===== src/hdl/tvdc_pkg.sv =====
// Package for the timed valve drive controller: codes, configuration
// defaults and the structs shared between the top level and the drive core.
// No dependencies.
package tvdc_pkg;

   localparam int CFG_WIDTH           = 24;
   localparam int CSR_INDEX_WIDTH     = 3;
   localparam int DEFAULT_TIMER_WIDTH = 24;

   localparam logic [CFG_WIDTH-1:0] FULL_TRAVEL_RESET  = 24'd8000;
   localparam logic [CFG_WIDTH-1:0] TEST_PWR_PER_RESET = 24'd10000;
   localparam logic [CFG_WIDTH-1:0] TEST_PWR_HI_RESET  = 24'd5000;
   localparam logic [CFG_WIDTH-1:0] TEST_DIR_PER_RESET = 24'd20000;
   localparam logic [CFG_WIDTH-1:0] TEST_DIR_HI_RESET  = 24'd10000;

   typedef enum logic [2:0] {
      FUNC_TICK  = 3'd0,
      FUNC_OPEN  = 3'd1,
      FUNC_CLOSE = 3'd2,
      FUNC_ABORT = 3'd3,
      FUNC_INIT  = 3'd4
   } func_type;

   typedef enum logic [2:0] {
      MOTION_UNKNOWN   = 3'd0,
      MOTION_OPENING   = 3'd1,
      MOTION_CLOSING   = 3'd2,
      MOTION_OPEN      = 3'd3,
      MOTION_CLOSED    = 3'd4,
      MOTION_OPEN_INT  = 3'd5,
      MOTION_CLOSE_INT = 3'd6
   } motion_type;

   typedef enum logic [1:0] {
      MODE_NORMAL   = 2'd0,
      MODE_TEST     = 2'd1,
      MODE_DISABLED = 2'd2
   } mode_type;

   typedef enum logic [CSR_INDEX_WIDTH-1:0] {
      CSR_VALVE_MODE    = 3'd0,
      CSR_STARTUP_DRIVE = 3'd1,
      CSR_FULL_TRAVEL   = 3'd2,
      CSR_TEST_PWR_PER  = 3'd3,
      CSR_TEST_PWR_HI   = 3'd4,
      CSR_TEST_DIR_PER  = 3'd5,
      CSR_TEST_DIR_HI   = 3'd6
   } csr_index_type;

   typedef struct packed {
      logic [1:0]           valve_mode;
      logic                 startup_drive;
      logic [CFG_WIDTH-1:0] full_travel_ms;
      logic [CFG_WIDTH-1:0] test_power_period;
      logic [CFG_WIDTH-1:0] test_power_high;
      logic [CFG_WIDTH-1:0] test_dir_period;
      logic [CFG_WIDTH-1:0] test_dir_high;
   } cfg_type;

   typedef struct packed {
      logic       power;
      logic       dir;
      logic       busy;
      motion_type motion;
   } status_type;

endpackage


===== src/hdl/tvdc_core.sv =====
// Drive core of the timed valve drive controller: holds the valve state and
// the travel and test counters, and updates them once per stepped beat.
// Depends on tvdc_pkg.
module tvdc_core
   import tvdc_pkg::*;
#(
   parameter int TIMER_WIDTH = DEFAULT_TIMER_WIDTH
) (
   input  logic       clock,
   input  logic       reset,
   input  logic       step_en,
   input  logic [2:0] func,
   input  logic       open_hint,
   input  cfg_type    cfg,
   output status_type status
);

   // Counters and settings are compared at the wider of the two widths.
   localparam int CW = (TIMER_WIDTH > CFG_WIDTH) ? TIMER_WIDTH : CFG_WIDTH;

   motion_type             motion_ff, motion_in;
   logic                   driving_ff, driving_in;
   logic                   to_open_ff, to_open_in;
   logic [TIMER_WIDTH-1:0] elapsed_ff, elapsed_in;
   logic [TIMER_WIDTH-1:0] phase_ff, phase_in;
   logic [TIMER_WIDTH-1:0] dir_phase_ff, dir_phase_in;
   logic                   power_ff, power_in;
   logic                   dir_ff, dir_in;

   logic [TIMER_WIDTH-1:0] elapsed_inc;
   logic                   travel_done;
   logic [TIMER_WIDTH-1:0] phase_inc;
   logic [TIMER_WIDTH-1:0] dir_phase_inc;
   logic                   phase_wrap;
   logic                   dir_wrap;
   logic [TIMER_WIDTH-1:0] phase_next;
   logic [TIMER_WIDTH-1:0] dir_phase_next;
   logic                   mode_normal;
   logic                   mode_test;

   assign mode_normal = (cfg.valve_mode == MODE_NORMAL);
   assign mode_test   = (cfg.valve_mode == MODE_TEST);

   // The travel counter saturates rather than wrapping.
   assign elapsed_inc = (elapsed_ff != {TIMER_WIDTH{1'b1}}) ?
                        elapsed_ff + TIMER_WIDTH'(1) : elapsed_ff;
   assign travel_done = (CW'(elapsed_inc) >= CW'(cfg.full_travel_ms));

   assign phase_inc      = phase_ff + TIMER_WIDTH'(1);
   assign dir_phase_inc  = dir_phase_ff + TIMER_WIDTH'(1);
   assign phase_wrap     = (CW'(phase_inc) >= CW'(cfg.test_power_period));
   assign dir_wrap       = phase_wrap || (CW'(dir_phase_inc) >= CW'(cfg.test_dir_period));
   assign phase_next     = phase_wrap ? '0 : phase_inc;
   assign dir_phase_next = dir_wrap ? '0 : dir_phase_inc;

   always_comb begin
      motion_in    = motion_ff;
      driving_in   = driving_ff;
      to_open_in   = to_open_ff;
      elapsed_in   = elapsed_ff;
      phase_in     = phase_ff;
      dir_phase_in = dir_phase_ff;
      power_in     = power_ff;
      dir_in       = dir_ff;
      if (step_en) begin
         case (func_type'(func))
            FUNC_TICK: begin
               if (mode_test) begin
                  phase_in     = phase_next;
                  dir_phase_in = dir_phase_next;
                  power_in     = (CW'(phase_next) < CW'(cfg.test_power_high));
                  dir_in       = (CW'(dir_phase_next) < CW'(cfg.test_dir_high));
               end else if (driving_ff) begin
                  elapsed_in = elapsed_inc;
                  if (travel_done) begin
                     power_in   = 1'b0;
                     dir_in     = 1'b0;
                     driving_in = 1'b0;
                     motion_in  = to_open_ff ? MOTION_OPEN : MOTION_CLOSED;
                  end
               end
            end
            FUNC_OPEN, FUNC_CLOSE: begin
               if (mode_normal) begin
                  power_in   = 1'b1;
                  dir_in     = (func_type'(func) == FUNC_OPEN);
                  driving_in = 1'b1;
                  to_open_in = (func_type'(func) == FUNC_OPEN);
                  elapsed_in = '0;
                  motion_in  = (func_type'(func) == FUNC_OPEN) ? MOTION_OPENING
                                                              : MOTION_CLOSING;
               end
            end
            FUNC_ABORT: begin
               if (driving_ff) begin
                  power_in   = 1'b0;
                  dir_in     = 1'b0;
                  driving_in = 1'b0;
                  motion_in  = to_open_ff ? MOTION_OPEN_INT : MOTION_CLOSE_INT;
               end
            end
            FUNC_INIT: begin
               power_in   = 1'b0;
               dir_in     = 1'b0;
               driving_in = 1'b0;
               elapsed_in = '0;
               if (mode_test) begin
                  phase_in     = '0;
                  dir_phase_in = '0;
                  motion_in    = MOTION_UNKNOWN;
               end else if (cfg.startup_drive) begin
                  motion_in = MOTION_UNKNOWN;
               end else begin
                  motion_in = open_hint ? MOTION_OPEN : MOTION_UNKNOWN;
               end
            end
            default: begin
            end
         endcase
      end
   end

   always_ff @(posedge clock) begin
      if (reset) begin
         motion_ff    <= MOTION_UNKNOWN;
         driving_ff   <= 1'b0;
         to_open_ff   <= 1'b0;
         elapsed_ff   <= '0;
         phase_ff     <= '0;
         dir_phase_ff <= '0;
         power_ff     <= 1'b0;
         dir_ff       <= 1'b0;
      end else begin
         motion_ff    <= motion_in;
         driving_ff   <= driving_in;
         to_open_ff   <= to_open_in;
         elapsed_ff   <= elapsed_in;
         phase_ff     <= phase_in;
         dir_phase_ff <= dir_phase_in;
         power_ff     <= power_in;
         dir_ff       <= dir_in;
      end
   end

   assign status.power  = power_ff;
   assign status.dir    = dir_ff;
   assign status.busy   = driving_ff;
   assign status.motion = motion_ff;

endmodule


===== src/hdl/timed_valve_drive_controller.sv =====
// Timed valve drive controller top level: configuration registers, input beat register
// and result handshake around the drive core. Depends on tvdc_pkg and tvdc_core.
// A request beat accepted into the input beat register is stepped into the core state
// and result register when the result register is free or being emptied.
// Throughput: one beat per cycle while the result side does not stall.
// Reset: synchronous; configuration defaults reload, valid flags and core state clear.
module timed_valve_drive_controller
   import tvdc_pkg::*;
#(
   parameter int TIMER_WIDTH = DEFAULT_TIMER_WIDTH
) (
   input  logic                       clock,
   input  logic                       reset,
   input  logic                       req_valid,
   output logic                       req_stall,
   input  logic [2:0]                 req_func,
   input  logic                       req_open_hint,
   output logic                       rsp_valid,
   input  logic                       rsp_stall,
   output logic                       rsp_power_pin,
   output logic                       rsp_dir_pin,
   output logic                       rsp_busy_res,
   output logic [2:0]                 rsp_motion,
   input  logic                       csr_write_en,
   input  logic [CSR_INDEX_WIDTH-1:0] csr_index,
   input  logic [CFG_WIDTH-1:0]       csr_wdata
);

   cfg_type    cfg_ff, cfg_in;
   logic       in_valid_ff, in_valid_in;
   logic [2:0] in_func_ff;
   logic       in_open_hint_ff;
   logic       rsp_valid_ff, rsp_valid_in;
   logic       advance;
   logic       req_take;
   status_type status;

   always_comb begin
      cfg_in = cfg_ff;
      if (csr_write_en) begin
         case (csr_index_type'(csr_index))
            CSR_VALVE_MODE:    cfg_in.valve_mode        = csr_wdata[1:0];
            CSR_STARTUP_DRIVE: cfg_in.startup_drive     = csr_wdata[0];
            CSR_FULL_TRAVEL:   cfg_in.full_travel_ms    = csr_wdata;
            CSR_TEST_PWR_PER:  cfg_in.test_power_period = csr_wdata;
            CSR_TEST_PWR_HI:   cfg_in.test_power_high   = csr_wdata;
            CSR_TEST_DIR_PER:  cfg_in.test_dir_period   = csr_wdata;
            CSR_TEST_DIR_HI:   cfg_in.test_dir_high     = csr_wdata;
            default: begin
            end
         endcase
      end
   end

   always_ff @(posedge clock) begin
      if (reset) begin
         cfg_ff.valve_mode        <= MODE_NORMAL;
         cfg_ff.startup_drive     <= 1'b0;
         cfg_ff.full_travel_ms    <= FULL_TRAVEL_RESET;
         cfg_ff.test_power_period <= TEST_PWR_PER_RESET;
         cfg_ff.test_power_high   <= TEST_PWR_HI_RESET;
         cfg_ff.test_dir_period   <= TEST_DIR_PER_RESET;
         cfg_ff.test_dir_high     <= TEST_DIR_HI_RESET;
      end else begin
         cfg_ff <= cfg_in;
      end
   end

   // The held beat moves into the core whenever the result register is free
   // or being emptied in this cycle.
   assign advance      = !rsp_valid_ff || !rsp_stall;
   assign req_stall    = in_valid_ff && !advance;
   assign req_take     = req_valid && !req_stall;
   assign in_valid_in  = req_take || (in_valid_ff && !advance);
   assign rsp_valid_in = (in_valid_ff && advance) || (rsp_valid_ff && rsp_stall);

   always_ff @(posedge clock) begin
      if (reset) begin
         in_valid_ff  <= 1'b0;
         rsp_valid_ff <= 1'b0;
      end else begin
         in_valid_ff  <= in_valid_in;
         rsp_valid_ff <= rsp_valid_in;
      end
   end

   always_ff @(posedge clock) begin
      if (req_take) begin
         in_func_ff      <= req_func;
         in_open_hint_ff <= req_open_hint;
      end
   end

   tvdc_core #(
      .TIMER_WIDTH(TIMER_WIDTH)
   ) u_core (
      .clock     (clock),
      .reset     (reset),
      .step_en   (in_valid_ff && advance),
      .func      (in_func_ff),
      .open_hint (in_open_hint_ff),
      .cfg       (cfg_ff),
      .status    (status)
   );

   assign rsp_valid     = rsp_valid_ff;
   assign rsp_power_pin = status.power;
   assign rsp_dir_pin   = status.dir;
   assign rsp_busy_res  = status.busy;
   assign rsp_motion    = status.motion;

   // A drive in progress and a travelling motion code always go together.
   assert property (@(posedge clock) disable iff (reset)
      rsp_busy_res == ((rsp_motion == MOTION_OPENING) || (rsp_motion == MOTION_CLOSING)))
   else $error("busy and motion code disagree");

   // A held beat is not dropped while the result side is blocked.
   assert property (@(posedge clock) disable iff (reset)
      (in_valid_ff && rsp_valid_ff && rsp_stall) |=> in_valid_ff)
   else $error("held request beat lost under stall");

   // A result that is not taken stays offered.
   assert property (@(posedge clock) disable iff (reset)
      (rsp_valid && rsp_stall) |=> (rsp_valid && $stable(status)))
   else $error("stalled result changed or vanished");

endmodule


===== config.mk =====
export PLATFORM = sky130hd
export DESIGN_NAME = timed_valve_drive_controller
export DESIGN_NICKNAME = d
export VERILOG_FILES = /design/src/hdl/tvdc_pkg.sv /design/src/hdl/tvdc_core.sv /design/src/hdl/timed_valve_drive_controller.sv
export SDC_FILE = /design/constraint.sdc
export NUM_CORES = 1
export LEC_CHECK = 0
export BUFFER_PORTS_ARGS = -buffer_cell sky130_fd_sc_hd__buf_2
export CORE_MARGIN = 2
export CORE_UTILIZATION = 50
export CTS_BUF_LIST = sky130_fd_sc_hd__clkbuf_8
export DETAILED_ROUTE_END_ITERATION = 8
export PLACE_DENSITY = 0.69
export SYNTH_ARGS = -nofsm -noshare
export SYNTH_HDL_FRONTEND = slang
export SYNTH_HIERARCHICAL = 1
export SYNTH_SLANG_ARGS = --single-unit
export TNS_END_PERCENT = 100

===== constraint.sdc =====
create_clock -name clock -period 5.78 [get_ports clock]
set_input_delay 0.289 -clock clock [delete_from_list [all_inputs] [get_ports clock]]
set_output_delay 0.289 -clock clock [all_outputs]
set_load 0.005 [all_outputs]

==> results of run 1 <==
-- sequential cells by signal, indices dropped and copies added (netlist names) --
signal and cells:
cfg_ff 123, u_core/dir_phase_ff 24, u_core/elapsed_ff 24, u_core/phase_ff 24
in_func_ff 3, u_core/motion_ff 3, in_open_hint_ff 1, in_valid_ff 1
rsp_valid 1, u_core/dir_ff 1, u_core/driving_ff 1, u_core/power_ff 1
u_core/to_open_ff 1
-- per-stage QoR --
stage / area [µm²] / cells
6_report: 14500 / 1921
5_1_grt: 14500 / 1921
4_1_cts: 14400 / 1921
3_5_place_dp: 13500 / 1849
3_3_place_gp: 13500 / 1849
2_1_floorplan: 13000 / 1515
-- worst min-delay path, cell delays in order --
cell and delay [ns]:
buf_2 0.08, inv_1 0.04, a21oi_1 0.11
-- logic make-up after synthesis --
group / Yosys count
simple gates: 539
compound gates: 242
buf+inv: 212
flops: 208
mux: 127
fa+ha+maj: 121
xor+xnor: 66
-- routing by layer --
layer	up-vias	routed length, µm	GRT usage, %
met2	237	15300	40.1
met4	0	1050	9.29
li1	5309	-	-
met3	64	1290	2.92
met1	4930	14900	30.9
met5	-	0	0
-- placed cells by master (no fill, tap or decap), drive strengths merged, types with 7 or more instances in the layout --
| master | n |
|---|---|
| nand2 | 75 |
| xor2 | 23 |
| a22oi | 29 |
| a211oi | 12 |
| a21oi | 65 |
| o21ai | 59 |
| mux2i | 126 |
| nor2 | 122 |
| a21o | 12 |
| xnor2 | 43 |
| nor2b | 51 |
| a311oi | 10 |
| nand2b | 129 |
| buf | 76 |
| ha | 121 |
| clkbuf | 51 |
| nand4 | 26 |
| nand3 | 38 |
| and3 | 20 |
| inv | 148 |
| dfxtp | 204 |
| a31oi | 10 |
| nor4 | 7 |
| nor3 | 22 |
| or3 | 8 |
-- final cells by class --
type / instances / area [µm²]
clock buffers: 51 / 702
clock inverters: 16 / 96.3
fillers: 2296 / 11300
inverters: 135 / 507
multi-input cells: 1095 / 7980
flip-flops and latches: 208 / 4210
well taps: 335 / 419
repair buffers: 81 / 544
-- worst min path at each step --
stage	startpoint	endpoint	slack, ns	depth (start not counted)
6_report	req_valid	in_valid_ff	0.03	3
3_3_place_gp	u_core/elapsed_ff[10]	u_core/elapsed_ff[10]	0.46	2
4_1_cts	csr_wdata[6]	cfg_ff[102]	0.004	3
2_1_floorplan	req_func[0]	in_func_ff[0]	0.39	0
3_5_place_dp	cfg_ff[86]	cfg_ff[86]	0.46	2
5_1_grt	req_valid	in_valid_ff	0.03	3
-- timing repair --
action                                  4_1_cts  5_1_grt
pin swaps                                     0        5
buffers inserted                              0        0
cloned                                        0        0
resized for setup                             1       25
endpoints found under the hold margin         5        0
endpoints found under the setup margin        1        1
hold buffers                                  5        0
-- power by group through the flow --
stage | clock network, µW | logic (µW) | registers, µW
final | 1470 | 198 | 1480
after global routing | 1580 | 217 | 1480
after CTS | 1500 | 198 | 1480
after detailed placement | 0 | 194 | 1510
after global placement | 0 | 192 | 1510
after floorplan | 0 | 138 | 1500
==> summary.md, run 1 <==
| Metric | Value |
|---|---|
| Skew final | `0.0238 ns` |
| Outcome | `finished clean` |
| Hold_ws | `0.0298 ns` |
| Final Worst Setup Slack | `0.291 ns` |
| Post-Synthesis Cells | `1515` |
| Worst Path Buf+Inv | `1` |
| RR Startpoint | `u_core/dir_phase_ff[7]` |
| Finish-stage setup viols | `0` |
| Compound-cell area share of the yosys netlist | `12.2%` |
| Die footprint | `27300 µm²` |
| Synth async-reset ratio | `0%` |
| Post-route DRC | `0` |
| CP max stage cell | `or4_4` |
| Part of the power in registers | `47.0%` |
| Critical Path Max Stage Delay | `between 0.5 and 0.6 ns` |
| Crit path max fanout | `10` |
| Xor/xnor share of the synthesized area | `4.45%` |
| TritonCTS buffer count | `39` |
| Mux cell area share after synthesis | `9.79%` |
| Main combinational cell family by area after synthesis | `simple AND/OR/NAND/NOR gates` |
| HP Class | `input pin to flip-flop` |
| Initial DRC count | `927` |
| Die Wd | `about 170 µm` |
| Max-Cap Viols | `0` |
| Synth area leaders | `dfxtp_1, ha_1, mux2i_1` |
| Die Ht | `165 µm` |
| Worst Reg-to-Reg Cells | `23` |
| Post-Route WL | `~33000 µm` |
| Int Pwr | `about 2400 µW` |
| CTS Buffer Depth | `3` |
| Share of cells above drive strength 1 | `10.9%` |
| Area Overhead vs Synth | `11.3%` |
| Tot Pwr | `3150 µW` |
| Std cell rows | `59` |
| Pwr dens | `218 nW/µm²` |
| Crit-path cells | `and3_4 > nand4_4 > or3_4 > or2_4 > nor2_4 > xor2_2 > ha_1 > a21oi_1 > o21ai_1 > a211oi_2 > nor3_1 > or4_4 > or2_4 > buf_12 > nor2b_1 > ha_1 > a21oi_1 > nor2b_1 > o21ai_0 > o311ai_0 > o32a_1 > or4_1 > o21ai_0` |
| Max Slew Vio Count | `0` |
| Crit path required time | `about 6.2 ns` |
| CP top delay family | `simple AND/OR/NAND/NOR gates` |
| Final worst path period share | `95.0%` |
| Logic gate share of total power | `under 10%` |
| Most used DFF post-synth | `dfxtp_1` |
| Buffers on Ports | `between 40 and 50` |
| R2R setup slack | `0.29 ns` |
| Fmax | `roughly 180 MHz` |
| Sum Neg Setup Slack | `0 ns` |
| H-tree depth | `2` |
| Total Nets Final | `1717` |
| Startpoint types | `flip-flop` |
| Worst slew margin | `23.0%` |
| Worst setup startpoint | `u_core/dir_phase_ff[7]` |
| Number of flops mapped to enable cells by yosys | `4` |
| Sw frac | `roughly a quarter` |
| Sequential cell area fraction in the yosys report | `32.4%` |
| CTS tree | `done` |
| Cell Area, Synth | `~13000 µm²` |
| LEAKAGE | `0.00663 µW` |
| Maximum VDD drop | `0.000161 V` |
| Ys Warns | `6` |
| Clock Latency Late Sink | `0.54 ns` |
| Ports | `44` |
| Simple-Gate Fraction of Synth Area | `22.6%` |
| First-pass GRT wire length | `51000 µm` |
| HPWL Detailed | `around 24000 µm` |
| Antenna diodes | `0` |
| Critical Path End Type | `flip-flop` |
| Worst Max-Slew Pin Slew | `1.15 ns` |
| Total number of vias | `10500` |
| Initial antenna violation count | `0` |
| Vias per cell | `between 5 and 6` |
| Flops & latches, synth | `roughly 210` |
| Starting Density | `about half` |
| RD Place Congestion | `0.921` |
| Post-synth top area share | `a little under a third` |
| TritonCTS Sinks | `208` |
| CP arrival | `5.95 ns` |
| Vias in the first global route | `around 10000` |
| Unique cell type count in the Yosys netlist | `80` |
| Clock root cell | `clkbuf_8` |
| Grt ovf | `0` |
| Sw Pwr | `776 µW` |
| Clock-pin slew on the worst setup and hold paths | `0.06 ns` |
| CORE AREA | `between 20000 and 30000 µm²` |
| DRT antenna net count | `0` |
| Crit path to | `u_core/dir_ff` |
| Mean post-synth cell area | `approximately 8.6 µm²` |
| WL per Instance | `16.9 µm` |
| GRT Util Overall | `23.7%` |
| CP Depth | `23` |
| Synth Area in Adders | `between 10% and 20%` |
| Cell taking the most area after synthesis | `dfxtp_1` |
| Clk pwr share | `46.7%` |
| Pre-CTS worst setup slack | `a little over 0.006 ns` |
| Largest net degree at the start of global routing | `132` |
| Utilization after layout | `56.1%` |
| Most numerous cell in the Yosys netlist | `dfxtp_1` |
| Syn Nets | `around 1700` |
| Worst flop-to-flop path endpoint | `u_core/dir_ff` |
| Final Critical Period | `5.49 ns` |
| Final hold viol count | `0` |
| Crit path kind | `flip-flop to flip-flop` |
| Router iterations before antenna repair | `7` |
| Synth top cells by count | `dfxtp_1, inv_1, nand2b_1, mux2i_1` |
No activity file was read; power rests on OpenSTA's default activity.
==> run 2, diff against run 1 <==
Settings changed: CORE_ASPECT_RATIO set to 2.
==> run 2 against run 1 <==
Global-route usage up 2.0 points. Setup slack worse by 0.050 ns. Register-to-register slack worse by 0.05 ns. Sequential cell count unchanged. Sequential power about the same. First-iteration DRC count down 25%. Die area up 0.29%. Final area up 0.28%. Combinational power up 6%. Largest power group unchanged. Highest routed layer unchanged. Largest cell class unchanged. Clock power down 12%.
==> summary.md, run 2 (same netlist as run 1, synthesis figures left out) <==
| Metric | Value |
|---|---|
| Outcome | `finished clean` |
| CP max stage cell | `nor4_1` |
| Most frequent cells in the layout | `dfxtp_1, inv_1, nand2b_1` |
| Fmax | `181 MHz` |
| Hold Crit Endpoint | `cfg_ff[4]` |
| Final worst path period share | `95.8%` |
| GRT Util Overall | `~26%` |
| First-pass GRT wire length | `55700 µm` |
| Starting Density | `50.7%` |
| CTS tree | `done` |
| Pwr dens | `205 nW/µm²` |
| CORE AREA | `25700 µm²` |
| Maximum VDD drop | `0.000183 V` |
| Die Wd | `118 µm` |
| Initial antenna violation count | `1` |
| HP Class | `input pin to flip-flop` |
| Ports | `44` |
| Vias per cell | `5.62` |
| Clock-pin slew on the worst setup and hold paths | `0.07 ns` |
| Hold Startpoint | `csr_wdata[4]` |
| Largest net degree at the start of global routing | `96` |
| Pre-CTS worst setup slack | `-0.0920 ns` |
| Critical Path Max Stage Delay | `approximately 0.50 ns` |
| TritonCTS buffer count | `31` |
| HPWL Detailed | `around 26000 µm` |
| Commonest non-fill, non-tap cell in the layout | `dfxtp_1` |
| Grt ovf | `0` |
| Final Critical Period | `5.54 ns` |
| Crit-path cells | `nand4_1 > nor4_2 > and2_4 > nand4_1 > xnor2_2 > ha_1 > nand4_1 > nor4_1 > o21ai_0 > a31oi_2 > or2_2 > nor2b_1 > ha_1 > a21o_1 > a21o_1 > a21oi_1 > nor2_1 > nor3_1 > o211ai_1 > buf_4 > a311oi_1` |
| Largest reg by FF count | `cfg_ff` |
| Worst Reg-to-Reg Cells | `21` |
| R2R setup slack | `~0.24 ns` |
| Max Slew Vio Count | `0` |
| Total number of vias | `10900` |
| Clock root cell | `clkbuf_8` |
| Utilization after layout | `a little under three fifths` |
| CTS Buffer Depth | `3` |
| CP arrival | `6.05 ns` |
| Share of cells above drive strength 1 | `11.5%` |
| Total Nets Final | `around 1700` |
| Area Overhead vs Synth | `11.6%` |
| Std cell rows | `83` |
| Final Worst Setup Slack | `0.242 ns` |
| Final hold viol count | `0` |
| Sum Neg Setup Slack | `0 ns` |
| Vias in the first global route | `10800` |
| Die footprint | `between 20000 and 30000 µm²` |
| Largest register FFs | `123` |
| Buffers on Ports | `43` |
| WHS Path Cells | `3` |
| Initial DRC count | `slightly below 700` |
| Router iterations before antenna repair | `5` |
| Worst flop-to-flop path endpoint | `u_core/power_ff` |
| RD Place Congestion | `0.908` |
| DRT antenna net count | `0` |
| Skew final | `0.0217 ns` |
| Startpoint types | `flip-flop` |
| Worst Path Buf+Inv | `1` |
| Crit path max fanout | `11` |
| CP dominant cell by count | `nand4_1` |
| TritonCTS Sinks | `208` |
| RR Startpoint | `u_core/phase_ff[7]` |
| Crit path kind | `flip-flop to flip-flop` |
| Worst Max-Slew Pin Slew | `1.11 ns` |
| Critical Path End Type | `flip-flop` |
| WL per Instance | `18.3 µm` |
| Crit path required time | `6.29 ns` |
| CP top delay family | `simple AND/OR/NAND/NOR gates` |
| LEAKAGE | `0.00662 µW` |
| H-tree depth | `1` |
| Finish-stage setup viols | `0` |
| Die Ht | `roughly 230 µm` |
| Post-route DRC | `0` |
| Post-Route WL | `35500 µm` |
| Clock Latency Late Sink | `0.61 ns` |
| Worst slew margin | `approximately a quarter` |
| Max-Cap Viols | `0` |
run 2: cell types whose count changed in the layout (fill, tap and decap cells not counted), moves of 3 or more:
| cell | delta |
|---|---|
| dlygate4sd3_1 | +11 |
| clkinv_2 | +3 |
| inv_1 | -6 |
| clkbuf_8 | -12 |
| dfxtp_2 | +5 |
| dfxtp_1 | -5 |
| buf_4 | +14 |
run 2: metrics by stage:
stage	cells	area (µm²)	total power, µW	hold WS (ns)
floorplan	1515	13000	1640	0.388
global placement	1863	13600	1700	0.453
detailed placement	1863	13600	1710	0.461
CTS	1931	14400	3010	0.0332
global route	1936	14500	3080	0.0532
finish	1936	14500	2980	0.0572
run 2: worst max-delay path by stage:
stage / startpoint / to / slack (ns) / cells past startpoint
after CTS: u_core/dir_phase_ff[2] / u_core/dir_ff / 0.04 / 23
after global placement: u_core/phase_ff[1] / u_core/dir_ff / 0.1 / 22
final: u_core/phase_ff[7] / u_core/power_ff / 0.24 / 21
after global routing: u_core/phase_ff[9] / u_core/dir_ff / -0.01 / 22
after detailed placement: u_core/phase_ff[1] / u_core/dir_ff / -0.09 / 22
after floorplan: u_core/dir_phase_ff[0] / u_core/dir_ff / 0.30 / 24
run 2: report_power, final:
part           total [µW]  switching, µW  internal, µW
clock network        1290            600           690
logic                 209            127          82.4
registers            1480           16.0          1460
total                2980            743          2230
run 2: per-layer routing:
metal | track usage (%) | part of all wire [%] | vias to the layer above | routed length (µm)
li1 | - | - | 5328 | -
met1 | 25.1 | 36 | 5191 | 12800
met2 | 50.1 | 54 | 247 | 19000
met3 | 2.90 | 3.3 | 115 | 1180
met4 | 16.9 | 6.9 | 0 | 2470
met5 | 0 | 0 | - | 0
run 2: final cells by class:
type | count | area, µm²
repair buffers | 105 | 739
inverters | 135 | 507
clock buffers | 39 | 537
flip-flops and latches | 208 | 4220
well taps | 340 | 425
clock inverters | 13 | 110
multi-input cells | 1095 | 7960
diodes | 1 | 2.50
fillers | 2387 | 11100
run 2: timing repair:
| item | 4_1_cts | 5_1_grt |
|---|---|---|
| buffers inserted | 0 | 4 |
| hold buffers | 16 | 0 |
| endpoints found under the hold margin | 16 | 0 |
| pin swaps | 0 | 8 |
| gates resized for setup | 3 | 28 |
| setup endpoints to repair | 1 | 2 |
run 2: worst min-delay path, stage by stage:
cell	delay (ns)
buf_2	0.10
nor2_1	0.10
mux2i_1	0.13
==> run 3, diff against run 2 <==
Settings changed: BUFFER_PORTS_ARGS -buffer_cell sky130_fd_sc_hd__buf_2 to unset, CTS_BUF_LIST sky130_fd_sc_hd__clkbuf_8 to unset, DONT_BUFFER_PORTS set to 1, PLACE_DENSITY 0.69 to unset, PLACE_DENSITY_LB_ADDON set to 0.3.
==> run 3 against run 2 <==
Wire length grew 1.8%. Largest cell class unchanged. Non-clock buffer count shrank 36. Setup slack lost 0.12 ns. Power grew 2.8%. Utilization shrank 0.36 points. Critical path depth grew 2. Die area is the same. Register-to-register slack lost 0.12 ns. Sequential share of layout area grew 0.17 points.
==> summary.md, run 3 (same netlist as run 1, synthesis figures left out) <==
| Metric | Value |
|---|---|
| CP max stage cell | `or4_4` |
| Multi-input logic area | `around 8000 µm²` |
| RR Startpoint | `u_core/dir_phase_ff[2]` |
| Initial antenna violation count | `1` |
| Post-Route WL | `36100 µm` |
| Starting Density | `around half` |
| Finished Layout Cells | `between 1500 and 2000` |
| Final worst path period share | `97.9%` |
| R2R setup slack | `between 0.1 and 0.15 ns` |
| CP arrival | `6.09 ns` |
| GRT Util Overall | `between 20% and 30%` |
| Die Wd | `118 µm` |
| Die Ht | `232 µm` |
| Largest register FFs | `123` |
| Total Nets Final | `1686` |
| Worst Reg-to-Reg Cells | `23` |
| Commonest non-fill, non-tap cell in the layout | `dfxtp_1` |
| Tot Pwr | `~3100 µW` |
| Vias per cell | `5.74` |
| First-pass GRT wire length | `57400 µm` |
| DRT antenna net count | `0` |
| Most frequent cells in the layout | `dfxtp_1, inv_1, nand2b_1` |
| HP Class | `input pin to flip-flop` |
| Filler cells | `2312` |
| Post-route DRC | `0` |
| Maximum VDD drop | `0.000174 V` |
| Worst Path Buf+Inv | `1` |
| Router iterations before antenna repair | `5` |
| Worst slew margin | `29.2%` |
| Buffers on Ports | `0` |
| Clock root cell | `clkbuf_16` |
| Max Slew Vio Count | `0` |
| Crit path kind | `flip-flop to flip-flop` |
| H-tree depth | `1` |
| Largest reg by FF count | `cfg_ff` |
| Crit path max fanout | `10` |
| Worst Max-Slew Pin Slew | `1.06 ns` |
| Clock Latency Late Sink | `0.54 ns` |
| Largest net degree at the start of global routing | `178` |
| Initial DRC count | `768` |
| Max-Cap Viols | `0` |
| Area Overhead vs Synth | `10.9%` |
| CORE AREA | `25700 µm²` |
| CP top delay family | `simple AND/OR/NAND/NOR gates` |
| RD Place Congestion | `0.912` |
| TritonCTS buffer count | `20` |
| CTS Buffer Depth | `3` |
| Final Critical Period | `about 5.7 ns` |
| Critical Path Max Stage Delay | `0.54 ns` |
| Crit path required time | `6.21 ns` |
| Total number of vias | `10800` |
| Clock-pin slew on the worst setup and hold paths | `0.06 ns` |
| Ports | `44` |
| Grt ovf | `0` |
| Hold Crit Endpoint | `u_core/dir_phase_ff[2]` |
| Antenna diodes | `0` |
| Skew final | `0.0389 ns` |
| Sum Neg Setup Slack | `0 ns` |
| DP Area | `13400 µm²` |
| Cells after DPL | `1821` |
| HPWL Detailed | `25700 µm` |
| TritonCTS Sinks | `~210` |
| LEAKAGE | `about 0.0065 µW` |
| WL per Instance | `19.2 µm` |
| Critical Path End Type | `flip-flop` |
| Worst flop-to-flop path endpoint | `u_core/dir_ff` |
| Startpoint types | `flip-flop` |
| Vias in the first global route | `10800` |
| Share of cells above drive strength 1 | `between 8 and 9%` |
| Final hold viol count | `0` |
| Pwr dens | `212 nW/µm²` |
| Register area | `approximately 4200 µm²` |
| Finish-stage setup viols | `0` |
| Die footprint | `27400 µm²` |
| CTS tree | `done` |
| WHS Path Cells | `2` |
| Fmax | `177 MHz` |
| Outcome | `finished clean` |
| Fin area | `14400 µm²` |
| Std cell rows | `83` |
| Hold Startpoint | `reset` |
| Crit-path cells | `and4_4 > nand4_4 > or3_4 > or2_4 > nor2_2 > xor2_1 > ha_1 > a21oi_1 > o21ai_1 > a211oi_1 > nor3_1 > or4_4 > or2_4 > buf_4 > nor2b_1 > ha_1 > a21o_1 > a21o_1 > a21oi_2 > nor2_1 > o32a_1 > or4_1 > o21ai_1` |
==> run 3: what timing repair did <==
item / CTS / global route
pin swaps: 0 / 10
endpoints found under the setup margin: 1 / 1
resized for setup: 3 / 28
hold buffers: 20 / 2
endpoints found under the hold margin: 172 / 2
buffers inserted: 0 / 4
==> run 3: per-stage QoR <==
step	util [%]	setup WS, ns	hold WS (ns)
floorplan	-	0.298	0.388
global placement	52.1	0.188	0.380
detailed placement	52.1	-0.00585	0.380
CTS	55.6	0.00568	0.00306
global route	56.2	-0.0223	0.00172
finish	56.2	0.123	0.0205
==> run 3: worst max path at each step <==
stage / endpoint / slack, ns / depth (start not counted) / from
floorplan: u_core/dir_ff / 0.30 / 24 / u_core/dir_phase_ff[0]
global placement: u_core/dir_ff / 0.19 / 22 / u_core/dir_phase_ff[2]
detailed placement: u_core/dir_ff / -0.006 / 23 / u_core/dir_phase_ff[2]
CTS: u_core/dir_ff / 0.006 / 23 / u_core/dir_phase_ff[2]
global route: u_core/dir_ff / -0.02 / 23 / u_core/phase_ff[1]
finish: u_core/dir_ff / 0.12 / 23 / u_core/dir_phase_ff[2]
==> run 3: routing by layer <==
layer | track usage, % | vias up | part of all wire [%]
met5 | 0 | - | 0.030
met4 | 16.1 | 2 | 6.5
met3 | 2.85 | 111 | 3.5
met2 | 50.0 | 267 | 53
met1 | 27.6 | 5175 | 37
li1 | - | 5246 | -
==> run 3: area by class of cell <==
cell class | instances | share of cell area, %
clock buffers | 26 | 4.06
clock inverters | 9 | 0.625
inverters | 135 | 3.52
multi-input cells | 1095 | 55.4
flip-flops and latches | 208 | 29.2
well taps | 340 | 2.95
repair buffers | 69 | 4.19
==> run 3: power by group <==
| group | switching [µW] | leakage (µW) | internal [µW] |
|---|---|---|---|
| sequential | 16.7 | 0.00169 | 1460 |
| combinational | 116 | 0.00446 | 75.8 |
| clock | 625 | 0.000329 | 768 |
